**src/lied_pkg.sv**
```systemverilog
package lied_pkg;

  // Field widths of the stream payloads
  localparam int REQ_W  = 2;
  localparam int BYTE_W = 8;
  localparam int IDX_W  = 5;
  localparam int LEN_W  = 5;
  localparam int MODE_W = 3;
  localparam int LIM_W  = 5;
  localparam int CFG_W  = 5;

  // Slave-side tdata is in_byte then read_index, padded to whole bytes
  localparam int S_TDATA_W = 16;
  // Master-side tdata is echo_valid, echo_byte, line_length, read_data
  localparam int M_TDATA_W = 24;

  // Request kinds carried on the slave-side tuser
  localparam logic [REQ_W-1:0] REQ_START = 2'd0;
  localparam logic [REQ_W-1:0] REQ_BYTE  = 2'd1;

  // Configuration register indexes
  localparam logic CFG_INPUT_MODE   = 1'b0;
  localparam logic CFG_LENGTH_LIMIT = 1'b1;

  // Input modes
  localparam logic [MODE_W-1:0] MODE_ANY     = 3'd0;
  localparam logic [MODE_W-1:0] MODE_DEC     = 3'd1;
  localparam logic [MODE_W-1:0] MODE_DECA    = 3'd2;
  localparam logic [MODE_W-1:0] MODE_HECTO   = 3'd3;
  localparam logic [MODE_W-1:0] MODE_HEX     = 3'd4;

  // Result status codes
  typedef enum logic [1:0] {
    ST_ACTIVE = 2'd0,
    ST_DONE   = 2'd1,
    ST_CANCEL = 2'd2,
    ST_IDLE   = 2'd3
  } status_t;

  // Character codes
  localparam logic [BYTE_W-1:0] CH_CR    = 8'h0d;
  localparam logic [BYTE_W-1:0] CH_LF    = 8'h0a;
  localparam logic [BYTE_W-1:0] CH_BS    = 8'h08;
  localparam logic [BYTE_W-1:0] CH_DEL   = 8'h7f;
  localparam logic [BYTE_W-1:0] CH_SPACE = 8'h20;
  localparam logic [BYTE_W-1:0] CH_0     = 8'h30;
  localparam logic [BYTE_W-1:0] CH_9     = 8'h39;
  localparam logic [BYTE_W-1:0] CH_LA    = 8'h61;
  localparam logic [BYTE_W-1:0] CH_LF_HEX = 8'h66;
  localparam logic [BYTE_W-1:0] CH_UA    = 8'h41;
  localparam logic [BYTE_W-1:0] CH_UF    = 8'h46;

endpackage

```
**src/lied_ram.sv**
```systemverilog
module lied_ram #(
  parameter int WIDTH = 8,
  parameter int DEPTH = 32
) (
  input  logic                     clk,
  input  logic                     we,
  input  logic [$clog2(DEPTH)-1:0] waddr,
  input  logic [WIDTH-1:0]         wdata,
  input  logic                     re,
  input  logic [$clog2(DEPTH)-1:0] raddr,
  output logic [WIDTH-1:0]         rdata
);

  logic [WIDTH-1:0] mem [DEPTH];

  // One write port, one registered read port
  always_ff @(posedge clk) begin
    if (we) begin
      mem[waddr] <= wdata;
    end
    if (re) begin
      rdata <= mem[raddr];
    end
  end

endmodule

```
**src/line_input_editor_unit.sv**
```systemverilog
// Line input editor for bytes typed at a terminal.
// Beats enter on the s_ group: s_tuser is the request kind (start a line,
// typed byte, read a stored byte), s_tdata carries the byte and the read
// position. Every input beat produces exactly one result beat on the m_
// group: status on m_tuser, and echo, current length and read data on
// m_tdata. The configuration port sets the input mode and the length limit;
// the user must write it only while no beat is in flight; the block does
// not enforce it. The result beat follows acceptance in the next cycle.
// Unless the output stalls, a new beat is taken every cycle: classification,
// the state update and the line buffer write all happen at acceptance, and
// the buffer's registered read port delivers read data together with the result.
// Reset clears the active flag, the character count, the configuration and
// the output valid; the line buffer itself is not cleared, since only
// positions below the count are ever returned.
// When the receiver stalls, the result register holds its beat and s_tready
// drops until the beat is taken; a beat is accepted in the same cycle in
// which the waiting result leaves.
module line_input_editor_unit #(
  parameter int BUF_BYTES = 32
) (
  input  logic        clk,
  input  logic        rst,
  // Configuration write port
  input  logic        cfg_we,
  input  logic        cfg_addr,
  input  logic [lied_pkg::CFG_W-1:0] cfg_wdata,
  // Input stream
  input  logic        s_tvalid,
  output logic        s_tready,
  input  logic [lied_pkg::S_TDATA_W-1:0] s_tdata, // in_byte[7:0], read_index[12:8]
  input  logic [lied_pkg::REQ_W-1:0]     s_tuser, // req_type[1:0]
  // Result stream
  output logic        m_tvalid,
  input  logic        m_tready,
  // echo_valid[0], echo_byte[8:1], line_length[13:9], read_data[21:14]
  output logic [lied_pkg::M_TDATA_W-1:0] m_tdata,
  output logic [1:0]                     m_tuser  // status[1:0]
);

  localparam int CW   = $clog2(BUF_BYTES);
  localparam int CMPW = (CW > lied_pkg::IDX_W) ? CW : lied_pkg::IDX_W;

  // Configuration registers
  logic [lied_pkg::MODE_W-1:0] input_mode;
  logic [lied_pkg::LIM_W-1:0]  length_limit;

  // Editor state
  logic          active, active_next;
  logic [CW-1:0] char_count, char_count_next;

  // Result register
  logic                       out_valid;
  lied_pkg::status_t          out_status;
  logic                       out_echo_valid;
  logic [lied_pkg::BYTE_W-1:0] out_echo_byte;
  logic [lied_pkg::LEN_W-1:0] out_length;
  logic                       out_hit;

  // Combinational results for the beat at the input
  lied_pkg::status_t           status;
  logic                        echo_valid;
  logic [lied_pkg::BYTE_W-1:0] echo_byte;
  logic                        wr_en;
  logic                        rd_hit;
  logic                        s_accept;

  logic [lied_pkg::REQ_W-1:0]  req_type;
  logic [lied_pkg::BYTE_W-1:0] in_byte;
  logic [lied_pkg::IDX_W-1:0]  read_index;
  logic [CMPW-1:0]             count_ext, count_next_ext, limit_ext, idx_ext;
  logic                        is_digit, is_hex_letter, fits_mode, ok;
  logic [lied_pkg::BYTE_W-1:0] ram_q;

  assign req_type   = s_tuser;
  assign in_byte    = s_tdata[7:0];
  assign read_index = s_tdata[12:8];

  assign count_ext      = CMPW'(char_count);
  assign count_next_ext = CMPW'(char_count_next);
  assign limit_ext      = CMPW'(length_limit);
  assign idx_ext        = CMPW'(read_index);

  assign s_tready = !out_valid || m_tready;
  assign s_accept = s_tvalid && s_tready;

  // Configuration writes
  always_ff @(posedge clk) begin
    if (rst) begin
      input_mode   <= lied_pkg::MODE_ANY;
      length_limit <= '0;
    end else if (cfg_we) begin
      unique case (cfg_addr)
        lied_pkg::CFG_INPUT_MODE:   input_mode   <= cfg_wdata[lied_pkg::MODE_W-1:0];
        lied_pkg::CFG_LENGTH_LIMIT: length_limit <= cfg_wdata[lied_pkg::LIM_W-1:0];
      endcase
    end
  end

  // Character classes, the input mode check and the length limit check
  always_comb begin
    is_digit      = (in_byte >= lied_pkg::CH_0) && (in_byte <= lied_pkg::CH_9);
    is_hex_letter = ((in_byte >= lied_pkg::CH_LA) && (in_byte <= lied_pkg::CH_LF_HEX)) ||
                    ((in_byte >= lied_pkg::CH_UA) && (in_byte <= lied_pkg::CH_UF));
    case (input_mode) inside
      lied_pkg::MODE_ANY: fits_mode = 1'b1;
      lied_pkg::MODE_DEC, lied_pkg::MODE_DECA, lied_pkg::MODE_HECTO: fits_mode = is_digit;
      lied_pkg::MODE_HEX: fits_mode = is_digit || is_hex_letter;
      default:            fits_mode = 1'b0;
    endcase
    ok = fits_mode && !((length_limit != '0) && (count_ext >= limit_ext));
  end

  // Edit decision for one beat
  always_comb begin
    active_next     = active;
    char_count_next = char_count;
    status          = active ? lied_pkg::ST_ACTIVE : lied_pkg::ST_IDLE;
    echo_valid      = 1'b0;
    echo_byte       = '0;
    wr_en           = 1'b0;
    rd_hit          = 1'b0;
    if (req_type == lied_pkg::REQ_START) begin
      active_next     = 1'b1;
      char_count_next = '0;
      status          = lied_pkg::ST_ACTIVE;
    end else if (req_type == lied_pkg::REQ_BYTE) begin
      if (active) begin
        if ((in_byte == lied_pkg::CH_CR) || (in_byte == lied_pkg::CH_LF)) begin
          active_next = 1'b0;
          status      = lied_pkg::ST_DONE;
        end else if ((in_byte == lied_pkg::CH_BS) || (in_byte == lied_pkg::CH_DEL)) begin
          if (char_count != '0) begin
            char_count_next = char_count - CW'(1);
            echo_valid      = 1'b1;
            echo_byte       = lied_pkg::CH_BS;
          end
        end else if ((in_byte < lied_pkg::CH_SPACE) || (in_byte > lied_pkg::CH_DEL)) begin
          active_next = 1'b0;
          status      = lied_pkg::ST_CANCEL;
        end else if (ok) begin
          echo_valid      = 1'b1;
          echo_byte       = in_byte;
          wr_en           = 1'b1;
          char_count_next = char_count + CW'(1);
          // The buffer keeps one spare position; reaching it ends the line
          if (count_ext == CMPW'(BUF_BYTES - 2)) begin
            active_next = 1'b0;
            status      = lied_pkg::ST_CANCEL;
          end
        end
      end
    end else begin
      rd_hit = idx_ext < count_ext;
    end
  end

  // Editor state update
  always_ff @(posedge clk) begin
    if (rst) begin
      active     <= 1'b0;
      char_count <= '0;
    end else if (s_accept) begin
      active     <= active_next;
      char_count <= char_count_next;
    end
  end

  // Line buffer: written at acceptance, read data arrives with the result
  lied_ram #(
    .WIDTH (lied_pkg::BYTE_W),
    .DEPTH (BUF_BYTES)
  ) u_line_ram (
    .clk   (clk),
    .we    (s_accept && wr_en),
    .waddr (char_count),
    .wdata (in_byte),
    .re    (s_accept),
    .raddr (idx_ext[CW-1:0]),
    .rdata (ram_q)
  );

  // Result register valid
  always_ff @(posedge clk) begin
    if (rst) begin
      out_valid <= 1'b0;
    end else if (s_accept) begin
      out_valid <= 1'b1;
    end else if (m_tready) begin
      out_valid <= 1'b0;
    end
  end

  // Result register payload
  always_ff @(posedge clk) begin
    if (s_accept) begin
      out_status     <= status;
      out_echo_valid <= echo_valid;
      out_echo_byte  <= echo_byte;
      out_length     <= count_next_ext[lied_pkg::LEN_W-1:0];
      out_hit        <= rd_hit;
    end
  end

  assign m_tvalid = out_valid;
  assign m_tuser  = out_status;
  assign m_tdata  = {2'b00,
                     (out_hit ? ram_q : 8'h00),
                     out_length,
                     out_echo_byte,
                     out_echo_valid};

endmodule

```
**config.mk**
```make
export PLATFORM = sky130hd
export DESIGN_NAME = line_input_editor_unit
export DESIGN_NICKNAME = d
export VERILOG_FILES = /design/src/lied_pkg.sv /design/src/lied_ram.sv /design/src/line_input_editor_unit.sv
export SDC_FILE = /design/constraint.sdc
export NUM_CORES = 1
export LEC_CHECK = 0
export BUFFER_PORTS_ARGS = -buffer_cell sky130_fd_sc_hd__buf_2
export CAP_MARGIN = 20
export CORE_MARGIN = 5
export CORE_UTILIZATION = 50
export CTS_BUF_LIST = sky130_fd_sc_hd__clkbuf_4 sky130_fd_sc_hd__clkbuf_8
export DETAILED_ROUTE_END_ITERATION = 16
export PLACE_DENSITY = 0.66
export SETUP_SLACK_MARGIN = 0.5
export SYNTH_ARGS = -nofsm -noshare
export SYNTH_HDL_FRONTEND = slang
export SYNTH_SLANG_ARGS = --single-unit
```
**constraint.sdc**
```tcl
create_clock -name clk -period 3.4 [get_ports clk]
set_input_delay 0.34 -clock clk [delete_from_list [all_inputs] [get_ports clk]]
set_output_delay 0.34 -clock clk [all_outputs]
set_load 0.03 [all_outputs]
```
==> impl_metrics.yaml, run 1 <==
sta:
  slew_violations: 0
  whs_ns: 0.0559
  fin_worst_skew_ns: 0.0160
  rsz0062_at_grt: "no"
  min_period_over_period_pct: 79.6
  finalHoldViolCount: 0
  setup_violations: 0
  min_period_ns: 2.71
  fin_setup_tns_ns: 0
  worstMarginPinSlew_ns: 0.839
  slew_headroom_pct: 43.8
  clock.fmax_mhz: 369
setup_path:
  worstSetupStartpointType: "flop"
  crit_chain: "inv_2 -> ha_1 -> nand2b_1 -> a211oi_2 -> o21ai_2 -> a211oi_2 -> buf_4 -> nand3_1 -> buf_4 -> nor2_1 -> buf_6"
  worstPathMaxFanout: 10
  ff2ff_path_depth: 11
  cp_data_arrival_time_ns: 2.96
  path_class: "flop to flop"
  crit_required_ns: 3.66
  cpMaxStageDelayCell: "dfxtp_4"
  end_kind: "flop"
  critPathMaxStageDelay_ns: 0.42
  reg2reg_setup_slack_ns: 0.69
  r2r_start: "char_count[0]"
  r2r-end: "u_line_ram.mem[22][0]"
  crit_family: "buffers and inverters"
  path_buf_inv: 4
synthesis:
  syn_area_um2: 12300
  synth_warnings: 0
  ys_ff_latch: 296
  synth.distinct_cells: 60
  synthCells: 651
  yosys_most_used_dff: "edfxtp_1"
  yosysTopAreaCell: "edfxtp_1"
  synth_top_cell_area_share_pct: 68.8
  synth-edff-count: 281
  syn_area_per_cell_um2: 18.8
  yosys-top-cells-area: "edfxtp_1 69%, mux4_2 15%, dfxtp_1 2.4%, nor2_1 1.6%, ha_1 1.4%"
  synth-async-reset-ratio_pct: 0
  yosysSeqAreaShare_pct: 71.2
detailed_routing:
  drc: 0
  wl_per_cell_um: 23.8
  drtAntennaViolNets: 0
  firstDrtPassIters: 7
  viasPerCell: 5.78
  vias: 6561
  first_iter_violations: 594
  drt-total-wl_um: 27000
final_layout:
  syn_to_final_growth_pct: 14.6
  seq_area_um2: 8740
  nets: 817
  nFillCells: 1819
  postLayoutCoreUtil_pct: 58.0
  multi_input_area_um2: 3310
  drive_gt1_share_pct: 34.2
die:
  die_x_um: 167
  die_y_um: 167
  num_rows: 57
  initial_core_util_pct: 50.6
  dieArea_um2: 27800
  pin_count: 57
  fp.coreArea_um2: 24200
global_routing:
  grt_max_degree: 66
  grt-ovfl-total: 0
  antenna_found_initial: 3
  grt_pass1_vias: 6897
  grt.total_usage_pct: 19.6
  grt_pass1_wl_um: 41600
clock_tree:
  h-tree-depth: 2
  cts_sinks: 296
  holdBufCountCts: 0
  insertion_delay_ns: 0.55
  cts_tree: "built"
  clkTransAtPathRegs_ns: 0.06
  root_buffer: "clkbuf_8"
  cts_inserted_buffers: 45
  post-cts-setup-buffers: 0
  ctsLongestPathBuffers: 3
power_and_ir_drop:
  comb_power_share_pct: 6.2
  p_leak_nw: 4.65
  power_frac_seq_pct: 55.9
  p_per_area_nw_per_um2: 512
  vdd_drop_max_mv: 0.249
  switching_share_pct: 22.0
  clkPwrFrac_pct: 37.9
  p_sw_mw: 1.59
  intPower_mw: 5.61
place:
  dp_hpwl_um: 17500
  port_buffers: 51
  place.gp.congestion: 0.897
hold_path:
  holdPathStages: 3
  hold_path.class: "input pin to flop"
  min_to: "input_mode[1]"
  min_from: "cfg_wdata[1]"
flow_run:
  maxCapViolCount: 0
run_status:
  status: "finished clean"
-- worst max-delay path by stage --
| stage | cells after the start | to | startpoint |
|---|---|---|---|
| finish | 11 | u_line_ram.mem[22][0] | char_count[0] |
| global route | 11 | u_line_ram.mem[6][3] | char_count[0] |
| CTS | 11 | u_line_ram.mem[18][3] | char_count[0] |
| detailed placement | 11 | u_line_ram.mem[18][6] | char_count[0] |
| global placement | 11 | u_line_ram.mem[10][4] | char_count[0] |
| floorplan | 10 | u_line_ram.mem[28][0] | char_count[0] |
-- cell families after synthesis --
kind of cell	after synthesis	synth area share (%)
flops	296	71.2
simple gates	136	5.92
mux	92	15.7
compound gates	65	3.62
buf+inv	46	1.97
fa+ha+maj	14	1.43
other cells	1	0.0306
xor+xnor	1	0.0714
-- final cells by class --
type | count | area share [%]
inverters | 14 | 0.374
flip-flops and latches | 296 | 62.2
repair buffers | 106 | 5.03
clock inverters | 23 | 0.712
well taps | 324 | 2.88
diodes | 1 | 0.0178
multi-input cells | 311 | 23.5
clock buffers | 60 | 5.29
-- state kept, by name, indices dropped and copies added, names as in the netlist --
register,flops
u_line_ram.mem,256
out_echo_byte,8
u_line_ram.rdata,8
char_count,5
length_limit,5
out_length,5
input_mode,3
m_tuser,2
active,1
m_tvalid,1
out_echo_valid,1
out_hit,1
-- cell usage in the layout, fill, tap and decap left out, drive strengths merged, types with 5 or more instances in the layout --
cell type  count
a211oi         5
a21oi         17
and2          16
buf          106
clkbuf        60
clkinv        24
dfxtp         15
edfxtp       281
ha            14
inv           12
mux2           8
mux4          80
nand2         17
nand3         18
nor2          52
nor3           7
o21ai         12
-- worst reg2reg max path, delay by kind of cell (launching register included) --
family | cells | cell delay [ns]
buf+inv | 4 | 0.68
fa+ha+maj | 1 | 0.27
compound gates | 3 | 0.66
simple gates | 3 | 0.41
flops | 1 | 0.42
-- per-stage QoR --
| step | instance area (µm²) | total power [mW] | instances | setup slack [ns] |
|---|---|---|---|---|
| after floorplan | 12300 | 4.37 | 653 | 0.476 |
| after CTS | 14000 | 7.26 | 1134 | 0.567 |
| after global placement | 13200 | 4.54 | 1051 | 0.371 |
| after detailed placement | 13200 | 4.55 | 1051 | 0.346 |
| after global routing | 14100 | 7.49 | 1135 | 0.526 |
| final | 14100 | 7.20 | 1135 | 0.693 |
-- power groups by stage --
stage                     logic, mW  registers (mW)  clock network [mW]
final                         0.444            4.02                2.73
after global routing          0.475            4.02                2.99
after CTS                     0.448            4.02                2.79
after detailed placement      0.446            4.10                   0
after global placement        0.436            4.10                   0
after floorplan               0.250            4.12                   0
-- cell usage after synthesis, types with 2 or more instances --
master	instances
buf_2	4
buf_6	6
edfxtp_1	281
nor3_1	7
and2_1	16
o22ai_1	3
a211oi_1	3
and3b_1	2
o21ai_0	7
a32oi_1	2
nor2_1	52
a221oi_1	2
a31oi_1	4
nor2b_1	4
buf_4	5
nand2_1	17
a211oi_2	2
o211ai_1	4
a21oi_1	17
ha_1	14
nand3b_1	2
clkbuf_1	9
or4_1	2
clkinv_1	2
mux4_2	80
mux2i_1	4
o21a_1	4
o21ai_1	5
nand2b_1	4
dfxtp_1	15
nand4_1	2
nand3_1	15
nand3_4	3
inv_1	12
buf_1	8
mux2_2	8
-- metal layers --
layer	part of all wire, %	track usage [%]	vias up
li1	-	-	2899
met1	44	29.2	3376
met2	47	30.3	238
met3	6.5	3.67	46
met4	2.2	5.37	2
met5	0.026	0	-
-- timing repair --
action | 4_1_cts | 5_1_grt
gates resized for setup | 2 | 6
pin swaps | 0 | 2
endpoints found under the setup margin | 256 | 256
Note: power is estimated with default switching activity, not from simulation.
==> inputs of run 2 (changes only) <==
--- a/config.mk
+++ b/config.mk
@@ -5,6 +5,7 @@
 export SDC_FILE = /design/constraint.sdc
 export NUM_CORES = 1
 export LEC_CHECK = 0
+export ABC_AREA = 1
 export BUFFER_PORTS_ARGS = -buffer_cell sky130_fd_sc_hd__buf_2
 export CAP_MARGIN = 20
 export CORE_MARGIN = 5
==> constraint.sdc (replaced) <==
create_clock -name clk -period 2.6 [get_ports clk]
set_input_delay 0.26 -clock clk [delete_from_list [all_inputs] [get_ports clk]]
set_output_delay 0.26 -clock clk [all_outputs]
set_load 0.03 [all_outputs]
==> impl_metrics.yaml, run 2 <==
die:
  die_y_um: 168
  num_rows: 57
  die_x_um: 168
  initial_core_util_pct: 50.9
  dieArea_um2: 28100
  fp.coreArea_um2: 24400
  pin_count: 57
sta:
  worstMarginPinSlew_ns: 0.571
  min_period_over_period_pct: 89.3
  slew_headroom_pct: 61.5
  slew_violations: 0
  finalHoldViolCount: 0
  clock.fmax_mhz: 431
  setup_violations: 0
  fin_worst_skew_ns: 0.0188
  fin_setup_tns_ns: 0
  rsz0062_at_grt: "yes"
  min_period_ns: 2.32
final_layout:
  top_register: "u_line_ram.mem"
  drive_gt1_share_pct: 23.4
  final_cell_mix: "281 x edfxtp_1, 164 x nor2_1, 155 x o21ai_0, 51 x nand2_1"
  largest_reg_flops: 256
  nets: 1192
  nFillCells: 1915
  layout_commonest_cell: "edfxtp_1"
  top_regs: "u_line_ram.mem (256), out_echo_byte (8), u_line_ram.rdata (8)"
  syn_to_final_growth_pct: 22.1
  antenna_cells: 0
detailed_routing:
  drc: 0
  firstDrtPassIters: 5
  drt-total-wl_um: 31600
  first_iter_violations: 975
  vias: 8723
  viasPerCell: 5.79
  drtAntennaViolNets: 0
  wl_per_cell_um: 21.0
synthesis:
  synth_warnings: 0
  syn_area_um2: 12400
  synthCells: 1018
  yosys-top-cells-area: "edfxtp_1 68%, o21ai_0 6.3%, nor2_1 5.9%, o221ai_1 3.5%, dfxtp_1 2.4%"
  yosys-top-cells-count: "281 x edfxtp_1, 196 x nor2_1, 155 x o21ai_0"
  synth_top_cell_area_share_pct: 68.0
  yosysSeqAreaShare_pct: 70.4
  synth.distinct_cells: 36
  yosys_most_used_dff: "edfxtp_1"
  yosysMostFrequentCell: "edfxtp_1"
  syn_area_per_cell_um2: 12.2
  synth-edff-count: 281
  yosysTopAreaCell: "edfxtp_1"
  synth-async-reset-ratio_pct: 0
  ys_ff_latch: 296
global_routing:
  grt-busiest-layer: "met2"
  grt_pass1_vias: 8464
  grt.met3_usage_pct: 4.57
  grt_pass1_wl_um: 48800
  grt-ovfl-total: 0
  met2_usage_pct: 36.5
  grt.total_usage_pct: 22.3
  antenna_found_initial: 1
  grt_max_degree: 130
  grtUsageMet1_pct: 30.3
power_and_ir_drop:
  p_sw_mw: 2.41
  comb_power_share_pct: 9.0
  p_per_area_nw_per_um2: 661
  intPower_mw: 7.60
  p_leak_nw: 5.27
  power.total_mw: 10.0
  power_frac_seq_pct: 52.9
  switching_share_pct: 24.1
  clkPwrFrac_pct: 38.1
  vdd_drop_max_mv: 0.361
setup_path:
  path_class: "flop to flop"
  cp_data_arrival_time_ns: 2.59
  worstSetupStartpointType: "flop"
  worstPathMaxFanout: 8
  crit_required_ns: 2.87
  end_kind: "flop"
clock_tree:
  clkTransAtPathRegs_ns: 0.06
  h-tree-depth: 2
  root_buffer: "clkbuf_8"
  cts_inserted_buffers: 48
  cts_tree: "built"
  insertion_delay_ns: 0.56
  cts_sinks: 296
  ctsLongestPathBuffers: 3
run_status:
  status: "finished clean"
flow_run:
  maxCapViolCount: 0
place:
  dp_hpwl_um: 19400
  place.gp.congestion: 0.901
  port_buffers: 51
hold_path:
  hold_path.class: "input pin to flop"
==> run 2: changes by cell type in the layout (fill, tap and decap cells not counted), moves of 26 or more <==
cell | before | now
nor2_1 | 52 | 164
nand2_1 | 17 | 51
nand3_1 | 15 | 41
o21ai_0 | 7 | 155
mux4_2 | 80 | 0
inv_1 | 11 | 48
nor2_4 | 0 | 27
o221ai_1 | 0 | 50
==> run 2: logic make-up after synthesis <==
kind of cell | after synthesis | synth area share (%)
xor+xnor | 4 | 0.282
flops | 296 | 70.4
compound gates | 262 | 12.8
other cells | 1 | 0.0302
simple gates | 318 | 11.0
fa+ha+maj | 14 | 1.41
buf+inv | 123 | 4.02
==> run 2: worst max-delay path, cell delays in order (launching register included) <==
cell     delay [ns]
dfxtp_2        0.31
inv_2          0.06
ha_4           0.20
nand2_2        0.06
nand2_2        0.05
a21oi_2        0.15
nand3_1        0.09
nand2_2        0.11
nand4_4        0.11
nor2_4         0.13
inv_4          0.06
nor2_8         0.11
buf_6          0.13
nand2_8        0.12
nor2_4         0.17
buf_12         0.15
==> run 2: per-stage QoR <==
stage	hold WS, ns	std cells	cell area, µm²	utilization (%)	setup WS, ns
2_1_floorplan	0.329	1020	12600	-	0.381
3_3_place_gp	0.432	1398	13800	56.5	0.124
3_5_place_dp	0.440	1398	13800	56.5	0.0831
4_1_cts	0.0675	1504	15100	61.8	0.342
5_1_grt	0.0853	1506	15200	62.1	0.169
6_report	0.0969	1506	15200	62.1	0.279
==> run 2: layout make-up <==
| type | instances | area, µm² | area share (%) |
|---|---|---|---|
| clock inverter | 20 | 114 | 0.751 |
| clock buffer | 63 | 786 | 5.19 |
| inverter | 61 | 240 | 1.59 |
| sequential | 296 | 8750 | 57.7 |
| timing repair buffer | 141 | 1360 | 8.95 |
| multi-input combinational | 601 | 3500 | 23.1 |
| tap | 324 | 405 | 2.68 |
==> run 2: path summary, 6_finish.rpt <==
check                  start                    end  slack [ns]  depth (start not counted)
min                 cfg_addr          input_mode[0]         0.1                          4
max          length_limit[2]  u_line_ram.mem[18][6]        0.28                         15
min reg2reg    input_mode[2]          input_mode[2]        0.48                          2
max reg2reg  length_limit[2]  u_line_ram.mem[18][6]        0.28                         15
==> run 2: what timing repair did <==
| item | 4_1_cts | 5_1_grt |
|---|---|---|
| pin swaps | 14 | 5 |
| hold endpoints to repair | 8 | 0 |
| gates cloned | 0 | 0 |
| buffers inserted | 13 | 2 |
| hold buffers | 10 | 0 |
| endpoints found under the setup margin | 256 | 262 |
| resized for setup | 39 | 17 |
==> run 2: power by group through the flow <==
| stage | Clock, mW | Sequential [mW] | Combinational, mW |
|---|---|---|---|
| after floorplan | 0 | 5.42 | 0.481 |
| after global placement | 0 | 5.39 | 0.830 |
| after detailed placement | 0 | 5.39 | 0.844 |
| after CTS | 3.89 | 5.29 | 0.883 |
| after global routing | 4.14 | 5.29 | 0.986 |
| final | 3.82 | 5.29 | 0.904 |
==> run 2: routing by layer <==
metal	vias up	share of wire (%)
met1	4223	41
met3	77	8.5
li1	4009	-
met4	2	2.7
met5	-	0.041
met2	412	48
==> inputs of run 3 (changes only) <==
--- a/config.mk
+++ b/config.mk
@@ -5,7 +5,6 @@
 export SDC_FILE = /design/constraint.sdc
 export NUM_CORES = 1
 export LEC_CHECK = 0
-export ABC_AREA = 1
 export BUFFER_PORTS_ARGS = -buffer_cell sky130_fd_sc_hd__buf_2
 export CAP_MARGIN = 20
 export CORE_MARGIN = 5
==> impl_metrics.yaml, run 3 (synthesis gave the netlist of run 1 again) <==
setup_path:
  r2r_start: "char_count[0]"
  crit_required_ns: 2.85
  end_kind: "flop"
  reg2reg_setup_slack_ns: 0.19
  startpoint: "char_count[0]"
  ff2ff_path_depth: 11
  cp_data_arrival_time_ns: 2.66
  path_class: "flop to flop"
  worstSetupEndpoint: "u_line_ram.mem[27][2]"
  worstPathMaxFanout: 7
  r2r-end: "u_line_ram.mem[27][2]"
  worstSetupStartpointType: "flop"
global_routing:
  grt_max_degree: 35
  antenna_found_initial: 0
  grt_pass1_wl_um: 43200
  grt-ovfl-total: 0
  grt_pass1_vias: 7050
  grt.total_usage_pct: 20.4
power_and_ir_drop:
  vdd_drop_max_mv: 0.434
  power.total_mw: 9.36
  p_leak_nw: 4.98
  p_per_area_nw_per_um2: 615
final_layout:
  top_regs: "u_line_ram.mem (256), out_echo_byte (8), u_line_ram.rdata (8)"
  nets: 860
  largest_reg_flops: 256
  final_cell_mix: "281 x edfxtp_1, 80 x mux4_2, 50 x buf_2, 48 x buf_4, 46 x clkbuf_8"
  layout_commonest_cell: "edfxtp_1"
  drive_gt1_share_pct: 44.0
  layoutNonFillerInstCount: 1165
  top_register: "u_line_ram.mem"
  syn_to_final_growth_pct: 24.2
  antenna_cells: 0
run_status:
  status: "finished clean"
detailed_routing:
  vias: 6829
  viasPerCell: 5.86
  wl_per_cell_um: 24.1
  drtAntennaViolNets: 0
  drt-total-wl_um: 28100
  drc: 0
  firstDrtPassIters: 5
  first_iter_violations: 493
die:
  pin_count: 57
  initial_core_util_pct: 50.6
  die_x_um: 167
  num_rows: 57
  fp.coreArea_um2: 24200
  dieArea_um2: 27800
  die_y_um: 167
clock_tree:
  h-tree-depth: 2
  cts_sinks: 296
  cts_tree: "built"
  root_buffer: "clkbuf_8"
  insertion_delay_ns: 0.54
  cts_inserted_buffers: 45
  ctsLongestPathBuffers: 3
  clkTransAtPathRegs_ns: 0.06
place:
  pre_cts_slack_ns: -0.0854
  port_buffers: 51
  place.gp.congestion: 0.912
  dp_hpwl_um: 19000
  dp.cells: 1046
hold_path:
  hold_path.class: "input pin to flop"
  holdPathStages: 3
flow_run:
  maxCapViolCount: 0
sta:
  clock.fmax_mhz: 414
  slew_violations: 0
  min_period_ns: 2.41
  min_period_over_period_pct: 92.9
  worstMarginPinSlew_ns: 0.534
  slew_headroom_pct: 64.3
  worst_slack_ns: 0.186
  finalHoldViolCount: 0
  setup_violations: 0
  fin_worst_skew_ns: 0.00863
  rsz0062_at_grt: "yes"
run 3: final cells by class:
class | count | area (µm²)
clock buffer | 58 | 723
multi-input combinational | 312 | 3770
fill | 1753 | 9010
timing repair buffer | 148 | 1470
inverter | 14 | 62.6
clock inverter | 13 | 62.6
sequential | 296 | 8750
tap | 324 | 405
run 3: worst min path at each step:
stage / start / end
after floorplan: s_tdata[0] / u_line_ram.mem[0][0]
after global placement: length_limit[1] / length_limit[1]
after detailed placement: length_limit[1] / length_limit[1]
after CTS: m_tready / m_tvalid
after global routing: cfg_addr / length_limit[3]
final: m_tready / m_tvalid
run 3: critical path: stages, from the launching register on:
cell	delay [ns]
dfxtp_4	0.35
inv_6	0.06
ha_4	0.18
nand2b_4	0.14
a211oi_4	0.26
o21ai_4	0.09
a211oi_4	0.30
buf_12	0.17
nand3_4	0.10
buf_12	0.19
nor2_4	0.12
buf_12	0.14
run 3: timing repair:
action,CTS,global route
buffers inserted,35,6
hold buffers,6,0
cloned,0,1
pin swaps,39,31
hold endpoints to repair,9,0
endpoints found under the setup margin,266,271
resized for setup,30,21
run 3: metrics by stage:
step	area [µm²]	setup TNS (ns)	utilization [%]	hold slack, ns
after floorplan	12600	0	-	0.359
after global placement	13500	-0.0434	55.9	0.466
after detailed placement	13500	-7.91	55.9	0.466
after CTS	15100	0	62.1	0.00360
after global routing	15200	0	62.8	0.0221
final	15200	0	62.8	0.0357
run 3: layer usage:
| metal | track usage, % | part of all wire (%) | wire length (µm) |
|---|---|---|---|
| met5 | 0 | 0 | 0 |
| met4 | 4.73 | 1.7 | 464 |
| met3 | 4.22 | 7.0 | 1960 |
| met2 | 32.0 | 48 | 13500 |
| met1 | 29.9 | 43 | 12100 |
run 3: where the power goes:
group | switching, mW | total, mW | internal (mW)
combinational | 0.381 | 0.662 | 0.281
clock | 1.64 | 3.44 | 1.80
sequential | 0.0145 | 5.27 | 5.25
total | 2.03 | 9.36 | 7.33
